==> config.mk <==
export PLATFORM = sky130hd
export DESIGN_NAME = command_frame_builder
export DESIGN_NICKNAME = d
export VERILOG_FILES = /design/src/hw/rtl/cfb_pkg.sv /design/src/hw/rtl/command_frame_builder.sv
export SDC_FILE = /design/constraint.sdc
export NUM_CORES = 1
export LEC_CHECK = 0
export BUFFER_PORTS_ARGS = -buffer_cell sky130_fd_sc_hd__buf_2
export CAP_MARGIN = 20
export CORE_AREA = 2 2 128 130
export CTS_BUF_LIST = sky130_fd_sc_hd__clkbuf_8
export CTS_CLUSTER_SIZE = 16
export DETAILED_ROUTE_END_ITERATION = 10
export DIE_AREA = 0 0 130 132
export HOLD_SLACK_MARGIN = 0.02
export PLACE_DENSITY = 0.74
export SLEW_MARGIN = 20
export SYNTH_ARGS = -nofsm -noshare
export SYNTH_HDL_FRONTEND = slang
export SYNTH_SLANG_ARGS = --single-unit
==> constraint.sdc <==
create_clock -name aclk -period 27.4 [get_ports aclk]
set_input_delay 4.11 -clock aclk [delete_from_list [all_inputs] [get_ports aclk]]
set_output_delay 4.11 -clock aclk [all_outputs]
set_load 0.01 [all_outputs]
==> src/hw/rtl/cfb_pkg.sv <==
package cfb_pkg;

    localparam logic [7:0]  START_BYTE          = 8'h7e;
    localparam logic [7:0]  END_BYTE            = 8'hfe;
    localparam logic [31:0] HEADER_OVERHEAD     = 32'd13;
    localparam int unsigned MAX_PAYLOAD_DEFAULT = 1024;

    // longest run of words one item can cause: header, check, end
    localparam int unsigned RUN_DEPTH = 13;
    localparam int unsigned RUN_IDX_W = $clog2(RUN_DEPTH);
    localparam int unsigned HDR_WORDS = 11;

    localparam int unsigned IN_DATA_W  = 40;
    localparam int unsigned OUT_DATA_W = 8;

    typedef enum logic {
        REQ_START   = 1'b0,
        REQ_PAYLOAD = 1'b1
    } req_type_t;

    typedef logic [7:0] byte_t;

    // 3 * x modulo 256
    function automatic byte_t triple(input byte_t x);
        triple = x + {x[6:0], 1'b0};
    endfunction

    // floor(x / 11) for 8-bit x through a reciprocal, exact over 0..255
    function automatic byte_t div11(input byte_t x);
        logic [16:0] prod;
        prod  = 17'(x) * 17'd373;
        div11 = {3'd0, prod[16:12]};
    endfunction

endpackage

==> src/hw/rtl/command_frame_builder.sv <==
// channel   dir  tdata                                        tuser                     tlast
// s_        in   command_code[15:0] payload_len[26:16]        req_type[0]               -
//                payload_byte[34:27] zero[39:35]
// m_        out  out_byte[7:0]                                frame_end[0] seq_error[1] run_last
//
// payload words are taken one per cycle while the output side keeps pace; a start word
// causes a run of 11 or 13 output words, a payload word 1 or 3, an error word 1.
// the run register drains into the output register one word per cycle while m_tready
// allows; the next input word is taken in the cycle the last word of the run moves out.
// aresetn is synchronous, active low, and closes any open frame.
// a stall on m_tready holds the output register and, while a run is pending, s_tready.
module command_frame_builder #(
    parameter int unsigned MAX_PAYLOAD = cfb_pkg::MAX_PAYLOAD_DEFAULT
) (
    input  logic                            aclk,
    input  logic                            aresetn,

    input  logic                            s_tvalid,
    output logic                            s_tready,
    // command_code[15:0], payload_len[26:16], payload_byte[34:27], zeros above
    input  logic [cfb_pkg::IN_DATA_W-1:0]   s_tdata,
    // req_type[0]
    input  logic [0:0]                      s_tuser,

    output logic                            m_tvalid,
    input  logic                            m_tready,
    // out_byte[7:0]
    output logic [cfb_pkg::OUT_DATA_W-1:0]  m_tdata,
    // frame_end[0], seq_error[1]
    output logic [1:0]                      m_tuser,
    output logic                            m_tlast
);

    localparam logic [15:0] MAX_LEN = 16'(MAX_PAYLOAD);
    localparam logic [cfb_pkg::RUN_IDX_W-1:0] CNT_HDR =
        cfb_pkg::RUN_IDX_W'(cfb_pkg::HDR_WORDS);
    localparam logic [cfb_pkg::RUN_IDX_W-1:0] CNT_FULL =
        cfb_pkg::RUN_IDX_W'(cfb_pkg::RUN_DEPTH);

    // frame state
    logic        frame_open_reg, frame_open_next;
    logic [10:0] bytes_left_reg, bytes_left_next;
    logic [7:0]  check_accum_reg, check_accum_next;
    logic        odd_weight_reg, odd_weight_next;

    // run register
    logic                            run_valid_reg, run_valid_next;
    cfb_pkg::byte_t                  run_bytes_reg [cfb_pkg::RUN_DEPTH];
    cfb_pkg::byte_t                  run_bytes_next [cfb_pkg::RUN_DEPTH];
    logic [cfb_pkg::RUN_IDX_W-1:0]   run_cnt_reg, run_cnt_next;
    logic [cfb_pkg::RUN_IDX_W-1:0]   run_idx_reg, run_idx_next;
    logic                            run_err_reg, run_err_next;
    logic                            run_trl_reg, run_trl_next;

    // output register
    logic                            out_valid_reg, out_valid_next;
    cfb_pkg::byte_t                  out_byte_reg, out_byte_next;
    logic                            out_fend_reg, out_fend_next;
    logic                            out_last_reg, out_last_next;
    logic                            out_err_reg, out_err_next;

    cfb_pkg::req_type_t req;
    logic [15:0]        cmd;
    logic [10:0]        len;
    cfb_pkg::byte_t     pb;
    logic [31:0]        flen;
    logic [31:0]        len32;
    cfb_pkg::byte_t     hdr [cfb_pkg::HDR_WORDS];
    cfb_pkg::byte_t     odd_sum, even_sum, hdr_sum, pay_sum, pay_term;
    logic [10:0]        left_dec;

    logic in_accept, move, run_at_last;

    assign req   = cfb_pkg::req_type_t'(s_tuser[0]);
    assign cmd   = s_tdata[15:0];
    assign len   = s_tdata[26:16];
    assign pb    = s_tdata[34:27];
    assign len32 = {21'd0, len};
    assign flen  = len32 + cfb_pkg::HEADER_OVERHEAD;

    assign run_at_last = (run_idx_reg == run_cnt_reg - 1'b1);
    assign move        = run_valid_reg && (!out_valid_reg || m_tready);
    assign s_tready    = !run_valid_reg || (move && run_at_last);
    assign in_accept   = s_tvalid && s_tready;

    always_comb begin
        hdr[0]  = cfb_pkg::START_BYTE;
        hdr[1]  = cmd[15:8];
        hdr[2]  = cmd[7:0];
        hdr[3]  = flen[31:24];
        hdr[4]  = flen[23:16];
        hdr[5]  = flen[15:8];
        hdr[6]  = flen[7:0];
        hdr[7]  = len32[31:24];
        hdr[8]  = len32[23:16];
        hdr[9]  = len32[15:8];
        hdr[10] = len32[7:0];
        // positions 1..10: odd ones weigh 1, even ones 3
        odd_sum  = hdr[1] + hdr[3] + hdr[5] + hdr[7] + hdr[9];
        even_sum = hdr[2] + hdr[4] + hdr[6] + hdr[8] + hdr[10];
        hdr_sum  = odd_sum + cfb_pkg::triple(even_sum);
        pay_term = odd_weight_reg ? pb : cfb_pkg::triple(pb);
        pay_sum  = check_accum_reg + pay_term;
        left_dec = bytes_left_reg - 11'd1;
    end

    // next run and frame state for an accepted word
    always_comb begin
        frame_open_next  = frame_open_reg;
        bytes_left_next  = bytes_left_reg;
        check_accum_next = check_accum_reg;
        odd_weight_next  = odd_weight_reg;
        for (int i = 0; i < cfb_pkg::RUN_DEPTH; i++) begin
            run_bytes_next[i] = run_bytes_reg[i];
        end
        run_cnt_next = run_cnt_reg;
        run_err_next = run_err_reg;
        run_trl_next = run_trl_reg;

        if (in_accept) begin
            run_err_next      = 1'b0;
            run_trl_next      = 1'b0;
            run_cnt_next      = cfb_pkg::RUN_IDX_W'(1);
            run_bytes_next[0] = '0;
            unique case (req)
                cfb_pkg::REQ_START: begin
                    if (frame_open_reg || {5'd0, len} > MAX_LEN) begin
                        run_err_next = 1'b1;
                    end else begin
                        for (int i = 0; i < cfb_pkg::HDR_WORDS; i++) begin
                            run_bytes_next[i] = hdr[i];
                        end
                        if (len == 11'd0) begin
                            run_bytes_next[cfb_pkg::HDR_WORDS]     = cfb_pkg::div11(hdr_sum);
                            run_bytes_next[cfb_pkg::HDR_WORDS + 1] = cfb_pkg::END_BYTE;
                            run_cnt_next     = CNT_FULL;
                            run_trl_next     = 1'b1;
                            check_accum_next = '0;
                            odd_weight_next  = 1'b1;
                        end else begin
                            run_cnt_next     = CNT_HDR;
                            frame_open_next  = 1'b1;
                            bytes_left_next  = len;
                            check_accum_next = hdr_sum;
                            // ten summed words leave the weight back on odd
                            odd_weight_next  = 1'b1;
                        end
                    end
                end
                cfb_pkg::REQ_PAYLOAD: begin
                    if (!frame_open_reg) begin
                        run_err_next = 1'b1;
                    end else begin
                        run_bytes_next[0] = pb;
                        if (left_dec == 11'd0) begin
                            run_bytes_next[1] = cfb_pkg::div11(pay_sum);
                            run_bytes_next[2] = cfb_pkg::END_BYTE;
                            run_cnt_next      = cfb_pkg::RUN_IDX_W'(3);
                            run_trl_next      = 1'b1;
                            frame_open_next   = 1'b0;
                            bytes_left_next   = '0;
                            check_accum_next  = '0;
                            odd_weight_next   = 1'b1;
                        end else begin
                            bytes_left_next  = left_dec;
                            check_accum_next = pay_sum;
                            odd_weight_next  = !odd_weight_reg;
                        end
                    end
                end
                default: run_err_next = 1'b1;
            endcase
        end
    end

    // run index and output register
    always_comb begin
        run_valid_next = run_valid_reg;
        run_idx_next   = run_idx_reg;
        out_valid_next = out_valid_reg;
        out_byte_next  = out_byte_reg;
        out_fend_next  = out_fend_reg;
        out_last_next  = out_last_reg;
        out_err_next   = out_err_reg;

        if (out_valid_reg && m_tready) begin
            out_valid_next = 1'b0;
        end
        if (move) begin
            out_valid_next = 1'b1;
            out_byte_next  = run_bytes_reg[run_idx_reg];
            out_last_next  = run_at_last;
            out_fend_next  = run_at_last && run_trl_reg;
            out_err_next   = run_err_reg;
            run_idx_next   = run_idx_reg + 1'b1;
            if (run_at_last) begin
                run_valid_next = 1'b0;
            end
        end
        if (in_accept) begin
            run_valid_next = 1'b1;
            run_idx_next   = '0;
        end
    end

    always_ff @(posedge aclk) begin
        if (!aresetn) begin
            frame_open_reg  <= 1'b0;
            bytes_left_reg  <= '0;
            check_accum_reg <= '0;
            odd_weight_reg  <= 1'b1;
            run_valid_reg   <= 1'b0;
            run_idx_reg     <= '0;
            out_valid_reg   <= 1'b0;
        end else begin
            frame_open_reg  <= frame_open_next;
            bytes_left_reg  <= bytes_left_next;
            check_accum_reg <= check_accum_next;
            odd_weight_reg  <= odd_weight_next;
            run_valid_reg   <= run_valid_next;
            run_idx_reg     <= run_idx_next;
            out_valid_reg   <= out_valid_next;
        end
    end

    always_ff @(posedge aclk) begin
        for (int i = 0; i < cfb_pkg::RUN_DEPTH; i++) begin
            run_bytes_reg[i] <= run_bytes_next[i];
        end
        run_cnt_reg  <= run_cnt_next;
        run_err_reg  <= run_err_next;
        run_trl_reg  <= run_trl_next;
        out_byte_reg <= out_byte_next;
        out_fend_reg <= out_fend_next;
        out_last_reg <= out_last_next;
        out_err_reg  <= out_err_next;
    end

    assign m_tvalid = out_valid_reg;
    assign m_tdata  = out_byte_reg;
    assign m_tuser  = {out_err_reg, out_fend_reg};
    assign m_tlast  = out_last_reg;

endmodule

After elaboration in Yosys (flattened, before gate mapping)
Memories as Yosys holds them, arrays and structs flattened. A register that Yosys moved wholly into a read port is not among the register bits.
Index checks and enable logic that the tools add are counted.
Storage, ports and cells
  bits in registers: 36
  latch bits: 0
  RAM bits: 104
  memory bits (read-only): 0
  output and inout port bits: 13
  memories: 1
Memories
  run_bytes_reg: words 13, bits a word 8, rd ports 1, clocked after memory_dff 1, wr ports 13, RTL line command_frame_builder.sv:48  | cfb_pkg::byte_t run_bytes_reg [cfb_pkg::RUN_DEPTH];
Operators by class
  $add $sub $neg: 14
  multiply operators: 2
  div/mod/pow operators: 0
  order comparisons: 1
  equal/unequal tests: 16
  shifts and indexed selects: 0
  mux-type cells: 45
  bitwise operators: 2
  reductions and logical operators: 24
Operator list (number)
  2-to-1 mux 104 bit: 1
  2-to-1 mux 103 bit: 1
  2-to-1 mux 80 bit: 1
  adder 8 bit: 6
  case mux 24 bit (2 select lines): 1
  2-to-1 mux 11 bit: 4
  2-to-1 mux 8 bit: 5
  multiplier 8 x 9 -> 17 bit, second input constant: 2
  2-to-1 mux 16 bit: 2
  2-to-1 mux 24 bit: 1
  zero test 11 bit: 2
  case mux 11 bit (2 select lines): 1
  2-to-1 mux 1 bit: 18
  adder 8 x 1 -> 8 bit, second input constant: 2
  case mux 8 bit (2 select lines): 1
  adder 11 x 4 -> 12 bit, second input constant: 1
  != test 3 bit, second input constant: 4
  AND reduction 4 bit: 3
  > comparator 11 bit, second input constant: 1
  subtractor 11 x 1 -> 11 bit, second input constant: 1
  AND reduction 3 bit: 3
  adder 8 x 3 -> 8 bit: 1
  adder 8 x 4 -> 8 bit: 1
  != test 2 bit, second input constant: 4
  18 further kinds: 37

Longest topological paths before layout
  word-level depth: 10
  depth in mapped cells: 39

Worst setup path after synthesis
OpenSTA, ideal clock, no wires.
  path type: input to register
  from: in s_tdata[16] (netlist bit)
  to: mem run_bytes_reg[11][4] (netlist bit), data pin
  library setup time: 264 ps
  arrival time: 12060 ps
  required time: 27136 ps
  path slack: 15075 ps
  stages: 36
  path buffers: 1
  cells stage by stage: clkbuf_1 -> inv_1 -> ha_1 -> xnor2_1 -> xnor2_1 -> ha_1 -> fa_1 -> inv_1 -> fa_1 -> fa_1 -> inv_1 -> ha_1 -> ha_1 -> a211oi_1 -> o21bai_1 -> a21oi_1 -> xnor2_1 -> xnor2_1 -> xnor2_1 -> inv_1 -> ha_1 -> xor2_1 -> ha_1 -> inv_1 -> fa_1 -> fa_1 -> inv_1 -> ha_1 -> or3_1 -> a2111oi_0 -> o21ai_0 -> nand2_1 -> o21ai_0 -> a21oi_1 -> xnor2_1 -> nor2_1
RTL lines
  from (decl): RTL line command_frame_builder.sv:21  | input logic [cfb_pkg::IN_DATA_W-1:0] s_tdata,
  to (decl): RTL line command_frame_builder.sv:48

==> results.sh <==
export IMPL_outcome="finished clean"
export IMPL_critical_path_max_stage_delay_ns=0.65
export IMPL_drive_above_1_share_pct=10.1
export IMPL_syn_inst=905
export IMPL_hold_class="reg2reg"
export IMPL_fin_crit_sh_pct=48.1
export IMPL_clk_path_buf_depth=2
export IMPL_die_h_um=132
export IMPL_area_delta_synth_final_pct=7.38
export IMPL_antenna_found_initial=0
export IMPL_routed_top_layer="met4"
export IMPL_initial_core_util_pct=55.7
export IMPL_area_sequential_um2=2580
export IMPL_drt_iter0_markers=379
export IMPL_slew_violations=0
export IMPL_worst_path_buf_inv=6
export IMPL_setup_viol=0
export IMPL_postCtsSetupRepairBufs=0
export IMPL_synthTopCellsByCount="inv_1 (129), ha_1 (119), edfxtp_1 (68), nor2_1 (55), a21oi_1 (54)"
export IMPL_die_w_um=130
export IMPL_dr_pass1_iters=5
export IMPL_synth_seq_cells=95
export IMPL_worst_setup_path_start_kind="input port"
export IMPL_worst_ep_arrival_time_ns=13.27
export IMPL_rows=46
export IMPL_wl_um=18600
export IMPL_utilization_pct=59.8
export IMPL_synth_async_reset_ratio_pct=0
export IMPL_cap_violations=0
export IMPL_gp_congestion=0.897
export IMPL_port_buffers=52
export IMPL_multi_input_area_um2=5520
export IMPL_dr_total_vias=6390
export IMPL_crit_slowest_cell="a2111oi_0"
export IMPL_synth_most_common_cell="inv_1"
export IMPL_path_class="in2reg"
export IMPL_synth_nets=1119
export IMPL_worst_pin_slew_ns=0.941
export IMPL_wl_per_cell_um=16.2
export IMPL_drt_met1_wl_um=8220
export IMPL_drc=0
export IMPL_crit_top_cell="ha_1"
export IMPL_cts_hold_buf=0
export IMPL_synth_area_leader_cell="edfxtp_1"
export IMPL_wl_met2_um=8960
export IMPL_cts_tree="done"
export IMPL_crit_path_end="run_bytes_reg[11][4]$_DFFE_PP_"
export IMPL_r2r_start="odd_weight_reg$_SDFFE_PN1P_"
export IMPL_worst_ep_required_time_ns=27.50
export IMPL_clk_pin_slew_ns=0.09
export IMPL_r2r_slack_ns=20.80
export IMPL_track_usage_pct=22.9
export IMPL_htree_levels=3
export IMPL_worst_path_stages=36
export IMPL_hold_viol=0
export IMPL_cts_made_buffers=9
export IMPL_die_area_um2=17200
export IMPL_yosysTopAreaCellShare_pct=23.3
export IMPL_ant_nets=0
export IMPL_grt_pass1_vias=6384
export IMPL_netlist_area_um2=8750
export IMPL_critPathMaxFanout=9
export IMPL_synth_ff_type="edfxtp_1"
export IMPL_yosys_warnings=0
export IMPL_min_period_ns=13.17
export IMPL_detailedPlace_worstSlack_ns=13.85
export IMPL_route_met3_wl_um=766
export IMPL_postLayoutSetupSlackWorst_ns=14.23
export IMPL_rsz0062_at_grt="no"
export IMPL_reg2reg_depth=23
export IMPL_grt_max_degree=32
export IMPL_largest_reg_flops=52
export IMPL_grt_overflow_total=0
export IMPL_slew_headroom_pct=37.0
export IMPL_synthTopCellsByArea="edfxtp_1 (23%), ha_1 (17%), fa_1 (11%)"
export IMPL_cp_end_kind="register"
export IMPL_tns_ns=0
export IMPL_fin_worst_skew_ns=0.0140
export IMPL_cts_resized=0
export IMPL_cp_top_family="adder cells"
export IMPL_core_area_um2=15700
export IMPL_diodes=0
export IMPL_cts_root_buf="clkbuf_8"
export IMPL_synth_cell_types=64
export IMPL_vias_per_cell=5.56
export IMPL_ys_seq_area_share_pct=29.5
export IMPL_dp_hpwl_um=14900
export IMPL_avgSynthCellArea_um2=9.67
export IMPL_worst_skew_pair_late_latency_ns=0.36
export IMPL_clkSinkCount=95
export IMPL_fillers=1361
export IMPL_nets=1144
export IMPL_fmax_mhz=75.9
export IMPL_timing_rr_end="run_bytes_reg[1][3]$_DFFE_PP_"
export IMPL_boundaryPins=58
export IMPL_grt_first_pass_wirelength_um=31100
export IMPL_crit_path_start="s_tdata[16]"
export IMPL_synth_edf_count=68
==> kinds of logic after synthesis <==
| group | share of synthesized area [%] |
|---|---|
| and+or+nand+nor | 11.0 |
| AOI/OAI and AO/OA | 14.0 |
| adders and majority gates | 28.5 |
| buffers and inverters | 7.57 |
| DFF | 29.5 |
| xor gates and xnor gates | 6.76 |
| muxes | 2.69 |
| other | 0.0429 |
==> how the worst min path moves through the flow <==
stage,start,to,cells past startpoint
after floorplan,run_err_reg$_DFFE_PP_,out_err_reg$_DFFE_PP_,0
after CTS,run_err_reg$_DFFE_PP_,out_err_reg$_DFFE_PP_,0
final,run_err_reg$_DFFE_PP_,out_err_reg$_DFFE_PP_,0
after global routing,run_err_reg$_DFFE_PP_,out_err_reg$_DFFE_PP_,0
after global placement,run_err_reg$_DFFE_PP_,out_err_reg$_DFFE_PP_,0
after detailed placement,run_err_reg$_DFFE_PP_,out_err_reg$_DFFE_PP_,0
==> worst reg2reg max path: stages, from the launching register on <==
cell     delay, ns
dfxtp_1       0.55
mux2_2        0.42
ha_1          0.27
a21o_1        0.18
a21oi_1       0.22
nor2_1        0.08
a211o_1       0.31
o31ai_1       0.23
xnor3_1       0.56
ha_1          0.29
inv_1         0.11
fa_1          0.43
fa_1          0.56
inv_1         0.06
fa_1          0.47
ha_1          0.31
nand3_1       0.08
nor3_1        0.17
o31ai_1       0.13
a311o_1       0.36
nor2b_1       0.19
a21o_1        0.16
xnor2_1       0.11
o21ai_0       0.09
==> through the flow <==
step                      area, µm²  hold slack (ns)  cells
after floorplan                8750            0.400    905
after global placement         9120            0.403   1135
after detailed placement       9120            0.420   1135
after CTS                      9390            0.444   1150
after global routing           9390            0.461   1150
final                          9390            0.440   1150
==> layout by cell type (no fill, tap or decap), types with 4 or more instances in the layout <==
cell type	count
a21boi_0	5
o21ai_0	45
ha_1	119
nor2_1	55
inv_1	129
nor3_1	11
and3_1	4
mux2i_1	10
nand2_1	50
mux2_2	12
edfxtp_1	68
o22ai_1	5
o21a_1	5
a22oi_1	11
buf_2	52
a21o_1	21
nor2b_1	8
a21oi_1	54
xnor2_1	43
dfxtp_1	27
nand2b_1	10
xor2_1	22
fa_1	50
bufinv_16	4
clkbuf_8	9
and2_1	21
nand3_1	8
o21bai_1	7
a211oi_1	7
==> area by class of cell <==
class | count | area share, %
Clock buffer | 9 | 1.32
Clock inverter | 6 | 1.49
Inverter | 129 | 5.15
Sequential cell | 95 | 27.5
Multi-Input combinational cell | 641 | 58.7
Tap cell | 216 | 2.88
Timing Repair Buffer | 54 | 2.93
==> layer usage <==
metal  GRT usage (%)  up-vias
li1                -     3145
met1            30.3     3032
met2            38.1      173
met3            2.92       40
met4            8.72        0
met5               0        -
Power is not shown: default switching activity piles up to over one toggle a cycle in this logic, so the estimate is an artifact.
